[config.mk]
export PLATFORM = sky130hd
export DESIGN_NAME = source_tokenizer
export DESIGN_NICKNAME = d
export VERILOG_FILES = /design/src/rtl/st_pkg.sv /design/src/rtl/source_tokenizer.sv
export SDC_FILE = /design/constraint.sdc
export NUM_CORES = 1
export LEC_CHECK = 0
export BUFFER_PORTS_ARGS = -buffer_cell sky130_fd_sc_hd__buf_2
export CORE_ASPECT_RATIO = 1.2
export CORE_UTILIZATION = 50
export CTS_CLUSTER_SIZE = 28
export DETAILED_ROUTE_END_ITERATION = 7
export PLACE_DENSITY = 0.67
export SLEW_MARGIN = 10
export SYNTH_ARGS = -nofsm -noshare
export SYNTH_HDL_FRONTEND = slang
export SYNTH_SLANG_ARGS = --single-unit
[constraint.sdc]
create_clock -name clock -period 10.06 [get_ports clock]
set_input_delay 2.012 -clock clock [delete_from_list [all_inputs] [get_ports clock]]
set_output_delay 2.012 -clock clock [all_outputs]
set_load 0.005 [all_outputs]
[src/rtl/st_pkg.sv]
// types, constants and keyword tables of the source tokenizer
`default_nettype none

package st_pkg;

   localparam int unsigned MAX_TOKEN_CHARS_DEF = 255;
   localparam int unsigned CH_W                = 8;
   localparam int unsigned KIND_W              = 6;
   localparam int unsigned POS_W               = 16;
   localparam int unsigned LEN_W               = 8;
   localparam int unsigned KW_COUNT            = 10;
   localparam int unsigned RSP_DATA_W          = 48;
   localparam int unsigned FIFO_DEPTH          = 4;
   localparam int unsigned FIFO_AW             = $clog2(FIFO_DEPTH);

   // bit positions inside rsp_tdata
   localparam int unsigned LINE_LSB = 0;
   localparam int unsigned COL_LSB  = LINE_LSB + POS_W;
   localparam int unsigned LEN_LSB  = COL_LSB + POS_W;
   localparam int unsigned OVER_BIT = LEN_LSB + LEN_W;

   localparam logic [KIND_W-1:0] KIND_END      = 6'd0;
   localparam logic [KIND_W-1:0] KIND_FUNCTION = 6'd1;
   localparam logic [KIND_W-1:0] KIND_RETURN   = 6'd2;
   localparam logic [KIND_W-1:0] KIND_LET      = 6'd3;
   localparam logic [KIND_W-1:0] KIND_IF       = 6'd4;
   localparam logic [KIND_W-1:0] KIND_ELSE     = 6'd5;
   localparam logic [KIND_W-1:0] KIND_WHILE    = 6'd6;
   localparam logic [KIND_W-1:0] KIND_IDENT    = 6'd7;
   localparam logic [KIND_W-1:0] KIND_NUMBER   = 6'd8;
   localparam logic [KIND_W-1:0] KIND_INT32    = 6'd9;
   localparam logic [KIND_W-1:0] KIND_PLUS     = 6'd10;
   localparam logic [KIND_W-1:0] KIND_MINUS    = 6'd11;
   localparam logic [KIND_W-1:0] KIND_STAR     = 6'd12;
   localparam logic [KIND_W-1:0] KIND_SLASH    = 6'd13;
   localparam logic [KIND_W-1:0] KIND_LPAREN   = 6'd14;
   localparam logic [KIND_W-1:0] KIND_RPAREN   = 6'd15;
   localparam logic [KIND_W-1:0] KIND_LBRACE   = 6'd16;
   localparam logic [KIND_W-1:0] KIND_RBRACE   = 6'd17;
   localparam logic [KIND_W-1:0] KIND_COMMA    = 6'd18;
   localparam logic [KIND_W-1:0] KIND_COLON    = 6'd19;
   localparam logic [KIND_W-1:0] KIND_SEMI     = 6'd20;
   localparam logic [KIND_W-1:0] KIND_ASSIGN   = 6'd21;
   localparam logic [KIND_W-1:0] KIND_EQ       = 6'd22;
   localparam logic [KIND_W-1:0] KIND_NE       = 6'd23;
   localparam logic [KIND_W-1:0] KIND_LT       = 6'd24;
   localparam logic [KIND_W-1:0] KIND_GT       = 6'd25;
   localparam logic [KIND_W-1:0] KIND_LE       = 6'd26;
   localparam logic [KIND_W-1:0] KIND_GE       = 6'd27;
   localparam logic [KIND_W-1:0] KIND_AND      = 6'd28;
   localparam logic [KIND_W-1:0] KIND_OR       = 6'd29;
   localparam logic [KIND_W-1:0] KIND_SECURITY = 6'd30;
   localparam logic [KIND_W-1:0] KIND_REALTIME = 6'd31;
   localparam logic [KIND_W-1:0] KIND_WCET     = 6'd32;
   localparam logic [KIND_W-1:0] KIND_ERROR    = 6'd33;

   localparam logic [CH_W-1:0] CH_NUL = 8'h00;
   localparam logic [CH_W-1:0] CH_LF  = 8'h0A;

   typedef enum logic [10:0] {
      MODE_IDLE    = 11'b000_0000_0001,
      MODE_NUM     = 11'b000_0000_0010,
      MODE_WORD    = 11'b000_0000_0100,
      MODE_SLASH   = 11'b000_0000_1000,
      MODE_COMMENT = 11'b000_0001_0000,
      MODE_EQ      = 11'b000_0010_0000,
      MODE_LT      = 11'b000_0100_0000,
      MODE_GT      = 11'b000_1000_0000,
      MODE_BANG    = 11'b001_0000_0000,
      MODE_AMP     = 11'b010_0000_0000,
      MODE_BAR     = 11'b100_0000_0000
   } mode_type;

   typedef struct packed {
      logic [KIND_W-1:0] kind;
      logic [POS_W-1:0]  line;
      logic [POS_W-1:0]  column;
      logic [LEN_W-1:0]  length;
      logic              over;
      logic              last;
   } token_type;

   // keyword text, right-justified, first character highest
   function automatic logic [63:0] kw_text(input logic [3:0] k);
      logic [63:0] text;
      case (k)
         4'd0:    text = "function";
         4'd1:    text = "return";
         4'd2:    text = "let";
         4'd3:    text = "if";
         4'd4:    text = "else";
         4'd5:    text = "while";
         4'd6:    text = "int32";
         4'd7:    text = "security";
         4'd8:    text = "realtime";
         4'd9:    text = "wcet";
         default: text = '0;
      endcase
      return text;
   endfunction

   function automatic logic [3:0] kw_len(input logic [3:0] k);
      logic [3:0] len;
      case (k)
         4'd0:    len = 4'd8;
         4'd1:    len = 4'd6;
         4'd2:    len = 4'd3;
         4'd3:    len = 4'd2;
         4'd4:    len = 4'd4;
         4'd5:    len = 4'd5;
         4'd6:    len = 4'd5;
         4'd7:    len = 4'd8;
         4'd8:    len = 4'd8;
         4'd9:    len = 4'd4;
         default: len = 4'd0;
      endcase
      return len;
   endfunction

   function automatic logic [KIND_W-1:0] kw_kind(input logic [3:0] k);
      logic [KIND_W-1:0] kind;
      case (k)
         4'd0:    kind = KIND_FUNCTION;
         4'd1:    kind = KIND_RETURN;
         4'd2:    kind = KIND_LET;
         4'd3:    kind = KIND_IF;
         4'd4:    kind = KIND_ELSE;
         4'd5:    kind = KIND_WHILE;
         4'd6:    kind = KIND_INT32;
         4'd7:    kind = KIND_SECURITY;
         4'd8:    kind = KIND_REALTIME;
         4'd9:    kind = KIND_WCET;
         default: kind = KIND_IDENT;
      endcase
      return kind;
   endfunction

   // character at pos of keyword k, valid only when pos < kw_len(k)
   function automatic logic [CH_W-1:0] kw_char(input logic [3:0] k, input logic [2:0] pos);
      logic [63:0] text;
      logic [2:0]  idx;
      text = kw_text(k);
      idx  = 3'(kw_len(k) - 4'd1 - {1'b0, pos});
      return text[{idx, 3'b000} +: 8];
   endfunction

   function automatic logic [KIND_W-1:0] single_kind(input logic [CH_W-1:0] c);
      logic [KIND_W-1:0] kind;
      case (c)
         "+":     kind = KIND_PLUS;
         "-":     kind = KIND_MINUS;
         "*":     kind = KIND_STAR;
         "(":     kind = KIND_LPAREN;
         ")":     kind = KIND_RPAREN;
         "{":     kind = KIND_LBRACE;
         "}":     kind = KIND_RBRACE;
         ",":     kind = KIND_COMMA;
         ":":     kind = KIND_COLON;
         ";":     kind = KIND_SEMI;
         default: kind = KIND_ERROR;
      endcase
      return kind;
   endfunction

   // characters that open a lookahead mode, idle otherwise
   function automatic mode_type op_mode(input logic [CH_W-1:0] c);
      mode_type m;
      case (c)
         "/":     m = MODE_SLASH;
         "=":     m = MODE_EQ;
         "<":     m = MODE_LT;
         ">":     m = MODE_GT;
         "!":     m = MODE_BANG;
         "&":     m = MODE_AMP;
         "|":     m = MODE_BAR;
         default: m = MODE_IDLE;
      endcase
      return m;
   endfunction

endpackage

`default_nettype wire

[src/rtl/source_tokenizer.sv]
// source tokenizer top level: byte scanner and token output queue
//
// req channel carries one source byte per request; byte 0 ends the text.
// rsp channel carries tokens: kind on tuser, position, length and the
// overflow flag on tdata, and tlast on the final token a byte produced.
// a byte yields zero, one or two tokens; whitespace and // comments
// yield none, and the end byte flushes any pending token before the end
// token, then line and column return to 1.
// a token enters the registered output queue when the byte that completes
// it is accepted, and rsp offers the token at the queue head.
// throughput: one byte per cycle while req_tready is high, set by the
// state update on each accepted byte; the four-entry output queue takes
// up to two tokens a cycle and drains one a cycle, so a byte that closes
// two tokens fills the queue faster than it drains.
// req_tready stays high while the queue holds two tokens or fewer, so
// bytes keep flowing while a token waits on a stalled receiver.
// reset clears the scanner to line 1 column 1 and empties the queue.
`default_nettype none

module source_tokenizer #(
   parameter int unsigned MAX_TOKEN_CHARS = st_pkg::MAX_TOKEN_CHARS_DEF
) (
   input  wire logic                          clock,
   input  wire logic                          reset,
   input  wire logic                          req_tvalid,
   output      logic                          req_tready,
   input  wire logic [st_pkg::CH_W-1:0]       req_tdata,   // ch
   output      logic                          rsp_tvalid,
   input  wire logic                          rsp_tready,
   // start_line, start_column, token_length, length_overflow, zero fill
   output      logic [st_pkg::RSP_DATA_W-1:0] rsp_tdata,
   output      logic [st_pkg::KIND_W-1:0]     rsp_tuser,   // token_kind
   output      logic                          rsp_tlast    // last_of_run
);

   import st_pkg::*;

   localparam logic [LEN_W-1:0] MAX_LEN = LEN_W'(MAX_TOKEN_CHARS);

   mode_type               mode_ff, mode_in;
   logic [KW_COUNT-1:0]    cand_ff, cand_in;
   logic [POS_W-1:0]       line_ff, line_in;
   logic [POS_W-1:0]       col_ff, col_in;
   logic [POS_W-1:0]       tline_ff, tline_in;
   logic [POS_W-1:0]       tcol_ff, tcol_in;
   logic [LEN_W-1:0]       count_ff, count_in;
   logic                   over_ff, over_in;

   token_type              fifo_ff [FIFO_DEPTH];
   logic [FIFO_AW-1:0]     wr_ff, wr_in;
   logic [FIFO_AW-1:0]     rd_ff, rd_in;
   logic [FIFO_AW:0]       fill_ff, fill_in;

   logic [CH_W-1:0]        c;
   logic                   is_digit, is_alpha, is_word, is_space;
   logic [POS_W-1:0]       adv_line, adv_col;
   logic [LEN_W-1:0]       grow_count;
   logic                   grow_over;
   logic [KW_COUNT-1:0]    cand_narrow, cand_init;
   logic [KIND_W-1:0]      word_kind;
   logic [CH_W-1:0]        pair_char;
   logic [KIND_W-1:0]      pair_kind, lone_kind;
   mode_type               start_mode;

   logic                   close_v, own_v, done;
   token_type              close_tok, own_tok, slot0, slot1;
   logic                   push, pop;
   logic [1:0]             push_n;
   token_type              head;

   assign c        = req_tdata;
   assign is_digit = (c >= "0") && (c <= "9");
   assign is_alpha = ((c >= "a") && (c <= "z")) || ((c >= "A") && (c <= "Z"));
   assign is_word  = is_alpha || is_digit || (c == "_");
   assign is_space = (c == " ") || ((c >= 8'd9) && (c <= 8'd13));

   // position after consuming c, saturating
   always_comb begin
      adv_line = line_ff;
      adv_col  = (col_ff == '1) ? col_ff : col_ff + POS_W'(1);
      if (c == CH_LF) begin
         adv_line = (line_ff == '1) ? line_ff : line_ff + POS_W'(1);
         adv_col  = POS_W'(1);
      end
   end

   always_comb begin
      grow_count = count_ff;
      grow_over  = over_ff;
      if (count_ff < MAX_LEN) begin
         grow_count = count_ff + LEN_W'(1);
      end else begin
         grow_over = 1'b1;
      end
   end

   // keyword candidate tracking
   always_comb begin
      for (int k = 0; k < KW_COUNT; k++) begin
         cand_init[k]   = (kw_char(4'(k), 3'd0) == c);
         cand_narrow[k] = cand_ff[k] && ({4'b0, kw_len(4'(k))} > count_ff) &&
                          (kw_char(4'(k), count_ff[2:0]) == c);
      end
   end

   always_comb begin
      word_kind = KIND_IDENT;
      for (int k = KW_COUNT - 1; k >= 0; k--) begin
         if (!over_ff && cand_ff[k] && ({4'b0, kw_len(4'(k))} == count_ff)) begin
            word_kind = kw_kind(4'(k));
         end
      end
   end

   always_comb begin
      pair_char = "=";
      pair_kind = KIND_EQ;
      lone_kind = KIND_ASSIGN;
      unique case (mode_ff)
         MODE_LT: begin
            pair_kind = KIND_LE;
            lone_kind = KIND_LT;
         end
         MODE_GT: begin
            pair_kind = KIND_GE;
            lone_kind = KIND_GT;
         end
         MODE_BANG: begin
            pair_kind = KIND_NE;
            lone_kind = KIND_ERROR;
         end
         MODE_AMP: begin
            pair_char = "&";
            pair_kind = KIND_AND;
            lone_kind = KIND_ERROR;
         end
         MODE_BAR: begin
            pair_char = "|";
            pair_kind = KIND_OR;
            lone_kind = KIND_ERROR;
         end
         default: ;
      endcase
   end

   assign start_mode = op_mode(c);

   // next scanner state and the tokens this byte produces
   always_comb begin
      mode_in  = MODE_IDLE;
      cand_in  = cand_ff;
      line_in  = line_ff;
      col_in   = col_ff;
      tline_in = tline_ff;
      tcol_in  = tcol_ff;
      count_in = count_ff;
      over_in  = over_ff;
      done     = 1'b0;
      close_v  = 1'b0;
      own_v    = 1'b0;
      close_tok = '{kind: KIND_NUMBER, line: tline_ff, column: tcol_ff,
                    length: count_ff, over: over_ff, last: 1'b0};
      own_tok   = '{kind: KIND_ERROR, line: line_ff, column: col_ff,
                    length: LEN_W'(1), over: 1'b0, last: 1'b1};

      unique case (mode_ff)
         MODE_NUM: begin
            if (is_digit) begin
               count_in = grow_count;
               over_in  = grow_over;
               line_in  = adv_line;
               col_in   = adv_col;
               mode_in  = MODE_NUM;
               done     = 1'b1;
            end else begin
               close_v = 1'b1;
            end
         end
         MODE_WORD: begin
            if (is_word) begin
               cand_in  = cand_narrow;
               count_in = grow_count;
               over_in  = grow_over;
               line_in  = adv_line;
               col_in   = adv_col;
               mode_in  = MODE_WORD;
               done     = 1'b1;
            end else begin
               close_v        = 1'b1;
               close_tok.kind = word_kind;
            end
         end
         MODE_SLASH: begin
            if (c == "/") begin
               line_in = adv_line;
               col_in  = adv_col;
               mode_in = MODE_COMMENT;
               done    = 1'b1;
            end else begin
               close_v          = 1'b1;
               close_tok.kind   = KIND_SLASH;
               close_tok.length = LEN_W'(1);
               close_tok.over   = 1'b0;
            end
         end
         MODE_COMMENT: begin
            if ((c != CH_LF) && (c != CH_NUL)) begin
               line_in = adv_line;
               col_in  = adv_col;
               mode_in = MODE_COMMENT;
               done    = 1'b1;
            end
         end
         MODE_EQ, MODE_LT, MODE_GT, MODE_BANG, MODE_AMP, MODE_BAR: begin
            close_v        = 1'b1;
            close_tok.over = 1'b0;
            if (c == pair_char) begin
               close_tok.kind   = pair_kind;
               close_tok.length = LEN_W'(2);
               line_in          = adv_line;
               col_in           = adv_col;
               done             = 1'b1;
            end else begin
               close_tok.kind   = lone_kind;
               close_tok.length = LEN_W'(1);
            end
         end
         default: ;
      endcase

      if (!done) begin
         priority if (c == CH_NUL) begin
            own_v          = 1'b1;
            own_tok.kind   = KIND_END;
            own_tok.length = '0;
            mode_in        = MODE_IDLE;
            cand_in        = '0;
            line_in        = POS_W'(1);
            col_in         = POS_W'(1);
            tline_in       = POS_W'(1);
            tcol_in        = POS_W'(1);
            count_in       = '0;
            over_in        = 1'b0;
         end else if (is_space) begin
            line_in = adv_line;
            col_in  = adv_col;
         end else if (is_digit || is_alpha || (c == "_") || (start_mode != MODE_IDLE)) begin
            tline_in = line_ff;
            tcol_in  = col_ff;
            count_in = LEN_W'(1);
            over_in  = 1'b0;
            line_in  = adv_line;
            col_in   = adv_col;
            if (is_digit) begin
               mode_in = MODE_NUM;
            end else if (is_alpha || (c == "_")) begin
               mode_in = MODE_WORD;
               cand_in = cand_init;
            end else begin
               mode_in = start_mode;
            end
         end else begin
            own_v        = 1'b1;
            own_tok.kind = single_kind(c);
            line_in      = adv_line;
            col_in       = adv_col;
         end
      end

      close_tok.last = !own_v;
   end

   // output queue
   assign push   = req_tvalid && req_tready;
   assign pop    = rsp_tvalid && rsp_tready;
   assign push_n = push ? {close_v && own_v, close_v ^ own_v} : 2'd0;
   assign slot0  = close_v ? close_tok : own_tok;
   assign slot1  = own_tok;

   assign wr_in   = wr_ff + FIFO_AW'(push_n);
   assign rd_in   = rd_ff + FIFO_AW'(pop);
   assign fill_in = fill_ff + (FIFO_AW + 1)'(push_n) - (FIFO_AW + 1)'(pop);

   always_ff @(posedge clock) begin
      if (reset) begin
         mode_ff  <= MODE_IDLE;
         cand_ff  <= '0;
         line_ff  <= POS_W'(1);
         col_ff   <= POS_W'(1);
         tline_ff <= POS_W'(1);
         tcol_ff  <= POS_W'(1);
         count_ff <= '0;
         over_ff  <= 1'b0;
         wr_ff    <= '0;
         rd_ff    <= '0;
         fill_ff  <= '0;
      end else begin
         if (push) begin
            mode_ff  <= mode_in;
            cand_ff  <= cand_in;
            line_ff  <= line_in;
            col_ff   <= col_in;
            tline_ff <= tline_in;
            tcol_ff  <= tcol_in;
            count_ff <= count_in;
            over_ff  <= over_in;
         end
         wr_ff   <= wr_in;
         rd_ff   <= rd_in;
         fill_ff <= fill_in;
      end
   end

   always_ff @(posedge clock) begin
      if (push && (close_v || own_v)) begin
         fifo_ff[wr_ff] <= slot0;
      end
      if (push && close_v && own_v) begin
         fifo_ff[wr_ff + FIFO_AW'(1)] <= slot1;
      end
   end

   assign head       = fifo_ff[rd_ff];
   assign req_tready = (fill_ff <= (FIFO_AW + 1)'(FIFO_DEPTH - 2));
   assign rsp_tvalid = (fill_ff != '0);
   assign rsp_tuser  = head.kind;
   assign rsp_tlast  = head.last;
   assign rsp_tdata  = {(RSP_DATA_W - OVER_BIT - 1)'(0), head.over, head.length,
                        head.column, head.line};

endmodule

`default_nettype wire

Yosys cells after proc, flatten, opt, wreduce, memory -nomap -nowiden
Memories as Yosys holds them, arrays and structs flattened. A register that Yosys moved wholly into a read port is not among the register bits.
Index checks and enable logic that the tools add are counted.
{ "word_totals": {"regBits": 101, "inputBits": 12, "memories": 1, "ramBits": 192} }
{ "classes": {"bitwise": 2, "addsub": 14, "magnitude_cmp": 16, "muxes": 110, "n_shift": 10, "reduce_logical": 68, "n_eq_ne": 65} }
{ "mem_list": {"columns": ["memory", "words", "width", "rd", "rd_clocked_by_memory_dff", "wr", "line_no", "text"], "rows": [
  ["fifo_ff", 4, 48, 1, 1, 2, "source_tokenizer.sv:49", "token_type fifo_ff [FIFO_DEPTH];"]
]} }
{ "ops": {"columns": ["operator", "count"], "rows": [
  ["$shiftx 64x7->8 const A", 10],
  ["$mux 16", 24],
  ["$pmux 16 s5", 2],
  ["$eq 8x6->1 const B", 15],
  ["$mux 6", 16],
  ["$eq 8x8->1", 10],
  ["$mux 10", 8],
  ["$pmux 11 s7", 1],
  ["$mux 11", 6],
  ["$pmux 6 s10", 1],
  ["$eq 7x8->1 const A", 7],
  ["$mux 8", 7],
  ["$logic_and 1x1->1", 51],
  ["$mux 48", 1],
  ["$pmux 6 s3", 2],
  ["$add 16x1->16 const B", 2],
  ["$eq 16x16->1 const B", 2],
  ["$eq 8x7->1 const B", 4],
  ["$mux 1", 25],
  ["$eq 3x8->1 const A", 3],
  ["$gt 3x8->1 const A", 3],
  ["$pmux 4 s5", 1],
  ["$pmux 5 s4", 1],
  ["$pmux 9 s2", 1],
  ["other kinds (59)", 82]
]} }

Logic depth before layout (Yosys ltp)
Gate-level depths: netlist of run 1.
{ "logic_depth": {"ltp_word": 16, "ltp_mapped": 18} }

Least setup slack after synthesis of run 1
No wires, ideal clock.
{ "synth_path": {"path_type": "input to register", "start": "input port req_tdata[4] (netlist name)", "end": "memory fifo_ff[3][10] (netlist name), enable pin", "n_path_buf": 5, "setup_ps": 524, "t_arrival_ps": 5643, "t_required_ps": 9536, "slack_ps": 3894, "stages": 13, "cell_sequence": "buf_2 > or4b_2 > clkbuf_1 > nor2_1 > o2bb2ai_1 > or3_1 > buf_6 > inv_2 > buf_2 > ha_1 > nand4b_1 > clkbuf_1 > nand2_1"} }
{ "synth_lines": {"columns": ["element", "line_no", "text"], "rows": [
  ["from (decl)", "source_tokenizer.sv:27", "input wire logic [st_pkg::CH_W-1:0] req_tdata,"],
  ["to (decl)", "source_tokenizer.sv:49", null]
]} }

==> metrics.yaml, run 1 <==
global_routing:
  grt_pass1_vias: 12600
  grt_use_total_pct: 28.6
  grt_pass1_wl_um: 71300
  grt_max_degree: 50
  antenna_found_initial: 0
  grt_overflow_total: 0
yosys:
  ys.flop_type: "edfxtp_1"
  yosysSeqAreaShare_pct: 46.8
  synth_common_cells: "a22o_1 (179), edfxtp_1 (156), dfxtp_1 (137)"
  asyncSetResetFlopFracSynth_pct: 0
  yosys_register_bits: 293
  yosysTopAreaCellShare_pct: 29.5
  synth_top_area_cell: "edfxtp_1"
  synthTopCellsByArea: "edfxtp_1 (30%), dfxtp_1 (17%), a22o_1 (9.9%)"
  yosysMostFrequentCell: "a22o_1"
  synth_edf_count: 156
  synth_area_um2: 15900
  yosys_warnings: 0
  synth_cell_types: 78
  synthCells: 1526
  avgSynthCellArea_um2: 10.4
timing:
  period_share_pct: 69.3
  timing.fmax_mhz: 144
  final-setup-viol-count: 0
  setup_ws_ns: 3.09
  slew_viol_final: 0
  finalHoldViolations: 0
  rsz0062_at_grt: "false"
  hold_slack_ns: 0.462
  period_needed_ns: 6.97
  fin_skew_ns: 0.0119
  worst_pin_slew_ns: 1.14
  tns_ns: 0
  slew_headroom_pct: 23.0
pwr:
  seq_power_share_pct: 44.6
  power.switching_mw: 0.925
  power_leakage_nw: 5.74
  powerDensity_nw_per_um2: 184
  swShare_pct: 29.3
  ir_drop_uv: 161
  internal-power_mw: 2.24
  p_clk_share_pct: 32.4
  pwr-share-comb_pct: 23.0
placed_design:
  gp_routability_congestion: 1.02
  place_hpwl_um: 30000
  io_buffer_count: 61
  post-place-ws_ns: 2.69
critical_path:
  crit_chain: "buf_2 -> clkinv_1 -> a211o_1 -> a211oi_4 -> or3_1 -> inv_2 -> ha_1 -> nand4b_1 -> o21ai_2 -> buf_4 -> a22o_1"
  cpLargestDelayFamily: "compound AO/OA/AOI/OAI gates"
  critical_path_class: "primary input to flop"
  max_stage_delay_ns: 0.89
  crit_fanout: 32
  rr_endpoint: "fifo_ff[3][29]"
  reg2reg_from: "mode_ff[5]"
  cp-startpoint: "req_tdata[2]"
  crit_path_start_kind: "primary input"
  ff2ff_setup_slack_ns: 4.26
  worstRegToRegCells: 10
  cp.required_ns: 10.47
  endpoint_kind: "flop"
  critPathSlowestCell: "o21ai_2"
  worstPathArrival_ns: 7.38
  cp_num_buf_inv: 4
floorplan:
  fp.dieH_um: 197
  dieWidth_um: 165
  initial_utilization_pct: 50.7
  core-area_um2: 31300
  dieArea_um2: 32400
  pin_count: 69
  rows: 71
cts:
  htreeDepth: 1
  ctsRootBufferMaster: "clkbuf_16"
  cts_buffers: 28
  clk_latency_ns: 0.55
  postCtsSetupBuffers: 0
  ctsLongestPathBuffers: 3
  cts_tree: "yes"
  cts.sinks: 293
  cts.reportedPaths.clkPinSlew_ns: 0.06
  hold_buffers: 0
  cts_resized: 0
worst_hold_path:
  min_to: "fifo_ff[3][3]"
  worstHoldStart: "fifo_ff[3][3]"
  hold_path.class: "flop to flop"
  whs_path_depth: 2
run_status:
  outcome: "finished, final reports clean"
routing:
  drc: 0
  routedWlPerCell_um: 24.1
  via_count: 12800
  routed_wl_um: 46000
  drt-initial-drc-count: 1255
  routed_via_density: 6.70
  drt_pass1_iterations: 6
  ant_nets: 0
final_layout:
  num-fill-cells: 2687
  drive_above_1_share_pct: 13.9
  syn_to_final_growth_pct: 8.09
  n_antenna_cell: 0
  final_core_util_pct: 54.8
  fin_nets: 1524
run:
  drv_cap: 0
## worst min-delay path, stage by stage (launching register included)
cell	delay (ns)
dfxtp_1	0.31
nand2_1	0.06
a21oi_1	0.05
## cell usage in the layout (no fill, tap or decap), drive strengths merged, types with 29 or more instances in the layout
cell	count
buf	87
nand4	31
a22o	179
o21ai	71
edfxtp	156
dfxtp	137
a21oi	81
nand3	41
inv	29
nor3	40
clkbuf	38
mux4	48
nand2	91
o22ai	30
nor2	86
## cells by family after synthesis
kind of cell             count (synthesis)  synth area share [%]
AO/OA/AOI/OAI                          484                  22.1
XOR/XNOR                                40                  2.21
adder cells (fa/ha/maj)                 27                  2.16
buffers and inverters                  195                  5.06
flip-flops                             293                  46.8
multiplexers                            54                  7.20
other                                    1                0.0236
AND/OR/NAND/NOR                        432                  14.4
## cell type report
type	instances	area (um2)	area share [%]
inverter	32	120	0.701
sequential	293	7430	43.3
multi-input combinational	1044	7690	44.9
clock buffer	38	800	4.66
timing repair buffer	87	500	2.92
tap	401	502	2.93
clock inverter	14	97.6	0.569
## state kept, by name (all words and copies together), names as in the netlist, 2 cells and up
signal and count:
cand_ff 10, col_ff 16, mode_ff 11, fill_ff 3, tcol_ff 16, rd_ff 2, count_ff 8, fifo_ff 192
tline_ff 16, wr_ff 2, line_ff 16
## layer usage
layer	routed length (um)	vias to the layer above	global-route usage, %
met3	3050	156	2.88
met4	2420	0	15.3
met5	0	-	0
met1	17700	6176	34.8
met2	22800	627	49.4
li1	-	5840	-
## power by group through the flow
stage          clock [mW]  combinational (mW)  sequential (mW)
6_report             1.03               0.727             1.41
5_1_grt              1.08               0.793             1.42
4_1_cts              1.03               0.728             1.41
3_5_place_dp            0               0.727             1.44
3_3_place_gp            0               0.724             1.43
2_1_floorplan           0               0.496             1.40
## metrics by stage
step	instances	area (um2)	total power, mW
global placement	1857	16200	2.15
floorplan	1532	15900	1.90
CTS	1909	17100	3.17
detailed placement	1857	16200	2.16
finish	1909	17100	3.16
global route	1909	17100	3.30
## how the worst max path moves through the flow
stage / depth (start not counted) / to / slack [ns]
after global placement: 11 / fifo_ff[3][40] / 2.83
after floorplan: 13 / fifo_ff[3][10] / 3.89
after global routing: 11 / fifo_ff[3][29] / 2.83
after detailed placement: 11 / fifo_ff[3][29] / 2.69
final: 11 / fifo_ff[3][29] / 3.09
after CTS: 11 / fifo_ff[3][29] / 3.24
Power figures use the tool's default switching activity.
==> inputs of run 2 (changes only) <==
--- a/config.mk
+++ b/config.mk
@@ -10,7 +10,7 @@
 export CORE_UTILIZATION = 50
 export CTS_CLUSTER_SIZE = 28
 export DETAILED_ROUTE_END_ITERATION = 7
-export PLACE_DENSITY = 0.67
+export PLACE_DENSITY = 0.69
 export SLEW_MARGIN = 10
 export SYNTH_ARGS = -nofsm -noshare
 export SYNTH_HDL_FRONTEND = slang
==> constraint.sdc (replaced) <==
create_clock -name clock -period 5.85 [get_ports clock]
set_input_delay 1.17 -clock clock [delete_from_list [all_inputs] [get_ports clock]]
set_output_delay 1.17 -clock clock [all_outputs]
set_load 0.005 [all_outputs]
==> run 2 against run 1 <==
Effect of this change:
- highest routed layer unchanged
- non-clock buffer count up 17
- sequential power up 75%
- clock power rose by 75%
- via count is 1.8% higher
- global-route usage up 0.39 points
- first-iteration DRC count decreased by 9.0%
- utilization is 0.59 points higher
- largest cell class unchanged
- register-to-register slack worse by 2.8 ns
- critical path type unchanged
- routed wire length increased by 2.0%
- design area increased by 1.1%
- total power increased by 74%
==> metrics.yaml, run 2 (synthesis gave the netlist of run 1 again) <==
run_status:
  outcome: "finished, final reports clean"
pwr:
  ir_drop_uv: 358
  power_leakage_nw: 5.87
  powerDensity_nw_per_um2: 317
cts:
  cts.reportedPaths.clkPinSlew_ns: 0.06
  ctsRootBufferMaster: "clkbuf_16"
  htreeDepth: 1
  hold_buffers: 0
  clk_latency_ns: 0.55
  cts_resized: 0
  cts.sinks: 293
  cts_buffers: 29
  ctsLongestPathBuffers: 3
  cts_tree: "yes"
  postCtsSetupBuffers: 0
timing:
  period_share_pct: 79.0
  rsz0062_at_grt: "false"
  tns_ns: 0
  timing.fmax_mhz: 216
  slew_headroom_pct: 28.0
  slew_viol_final: 0
  period_needed_ns: 4.62
  worst_pin_slew_ns: 1.08
  finalHoldViolations: 0
  fin_skew_ns: 0.0155
  final-setup-viol-count: 0
global_routing:
  grt_use_total_pct: 29.0
  grt_pass1_wl_um: 71900
  grt_max_degree: 49
  grt_pass1_vias: 12600
  antenna_found_initial: 0
  grt_overflow_total: 0
critical_path:
  critPathSlowestCell: "or4b_2"
  worstPathArrival_ns: 4.88
  ff2ff_setup_slack_ns: 1.48
  endpoint_kind: "flop"
  critical_path_class: "primary input to flop"
  cp_num_buf_inv: 4
  crit_fanout: 39
  crit_chain: "buf_2 -> or4b_2 -> nor2_1 -> o2bb2ai_1 -> or3_1 -> inv_2 -> ha_1 -> nor3_1 -> nor2_1 -> inv_1 -> buf_12"
  max_stage_delay_ns: 0.85
  cpLargestDelayFamily: "simple AND/OR/NAND/NOR gates"
  cpMostUsedCell: "nor2_1"
  crit_path_start_kind: "primary input"
  cp.required_ns: 6.11
routing:
  via_count: 13000
  drc: 0
  routed_via_density: 6.77
  ant_nets: 0
  drt_pass1_iterations: 5
  routed_wl_um: 46900
  routedWlPerCell_um: 24.3
  drt-initial-drc-count: 1142
final_layout:
  instances_no_fill: 1926
  layout_commonest_cell: "a22o_1"
  syn_to_final_growth_pct: 9.25
  layout_common_cells: "a22o_1 (179), edfxtp_1 (156), dfxtp_1 (135), nand2_1 (90)"
  fin_nets: 1542
  n_antenna_cell: 0
  top_register: "fifo_ff"
  drive_above_1_share_pct: 15.1
  largest_reg_flops: 192
  fin_area_um2: 17300
floorplan:
  dieWidth_um: 165
  fp.dieH_um: 197
  pin_count: 69
  rows: 71
  core-area_um2: 31300
  dieArea_um2: 32400
  initial_utilization_pct: 50.7
run:
  drv_cap: 0
placed_design:
  place_inst: 1874
  io_buffer_count: 61
  placed_area_um2: 16400
  gp_routability_congestion: 0.983
  place_hpwl_um: 31200
worst_hold_path:
  hold_path.class: "flop to flop"
## run 2: worst register-to-register path, cell delays in order, from the launching register on
cell     delay (ns)
dfxtp_1        0.39
or4_1          0.69
nor4b_1        0.72
xnor2_1        0.25
and4_1         0.34
nor2_1         0.08
nand2_1        0.09
inv_1          0.06
ha_1           0.28
nand2_1        0.07
ha_1           0.30
inv_1          0.04
ha_1           0.18
fa_1           0.37
xor2_1         0.19
xnor2_1        0.14
nor2_1         0.05
## run 2: power breakdown
part	switching, mW	internal (mW)
logic	0.704	0.529
clock network	0.793	1.00
registers	0.139	2.33
## run 2: path summary, 6_finish.rpt
kind,cells after the start,from,endpoint
setup / recovery,11,req_tdata[4],fifo_ff[2][29]
hold reg to reg,2,fifo_ff[3][8],fifo_ff[3][8]
setup reg to reg,16,mode_ff[5],fill_ff[2]
hold / removal,2,fifo_ff[3][8],fifo_ff[3][8]
## run 2: per-layer routing
layer  global-route usage [%]  vias to the layer above  share of wire [%]  wire length (um)
met5                        0                        -                  0                 0
met4                     15.4                        0                5.6              2630
met3                     3.34                      155                6.7              3160
met2                     50.6                      600                 50             23300
met1                     34.6                     6408                 38             17800
li1                         -                     5869                  -                 -
## run 2: area by class of cell
type	count	area, um2
Inverter	32	120
Multi-Input combinational cell	1044	7690
Tap cell	401	502
Clock inverter	18	123
Timing Repair Buffer	104	678
Sequential cell	293	7430
Clock buffer	34	786
Fill cell	2714	13900
## run 2: metrics by stage
step                      util [%]  hold slack [ns]  setup slack [ns]  power, mW
after floorplan                  -            0.429             0.526       3.26
after global placement        52.5            0.438             0.844       3.74
after detailed placement      52.5            0.448             0.743       3.75
after CTS                     55.4            0.456              1.31       5.52
after global routing          55.4            0.475             0.999       5.73
final                         55.4            0.458              1.23       5.50
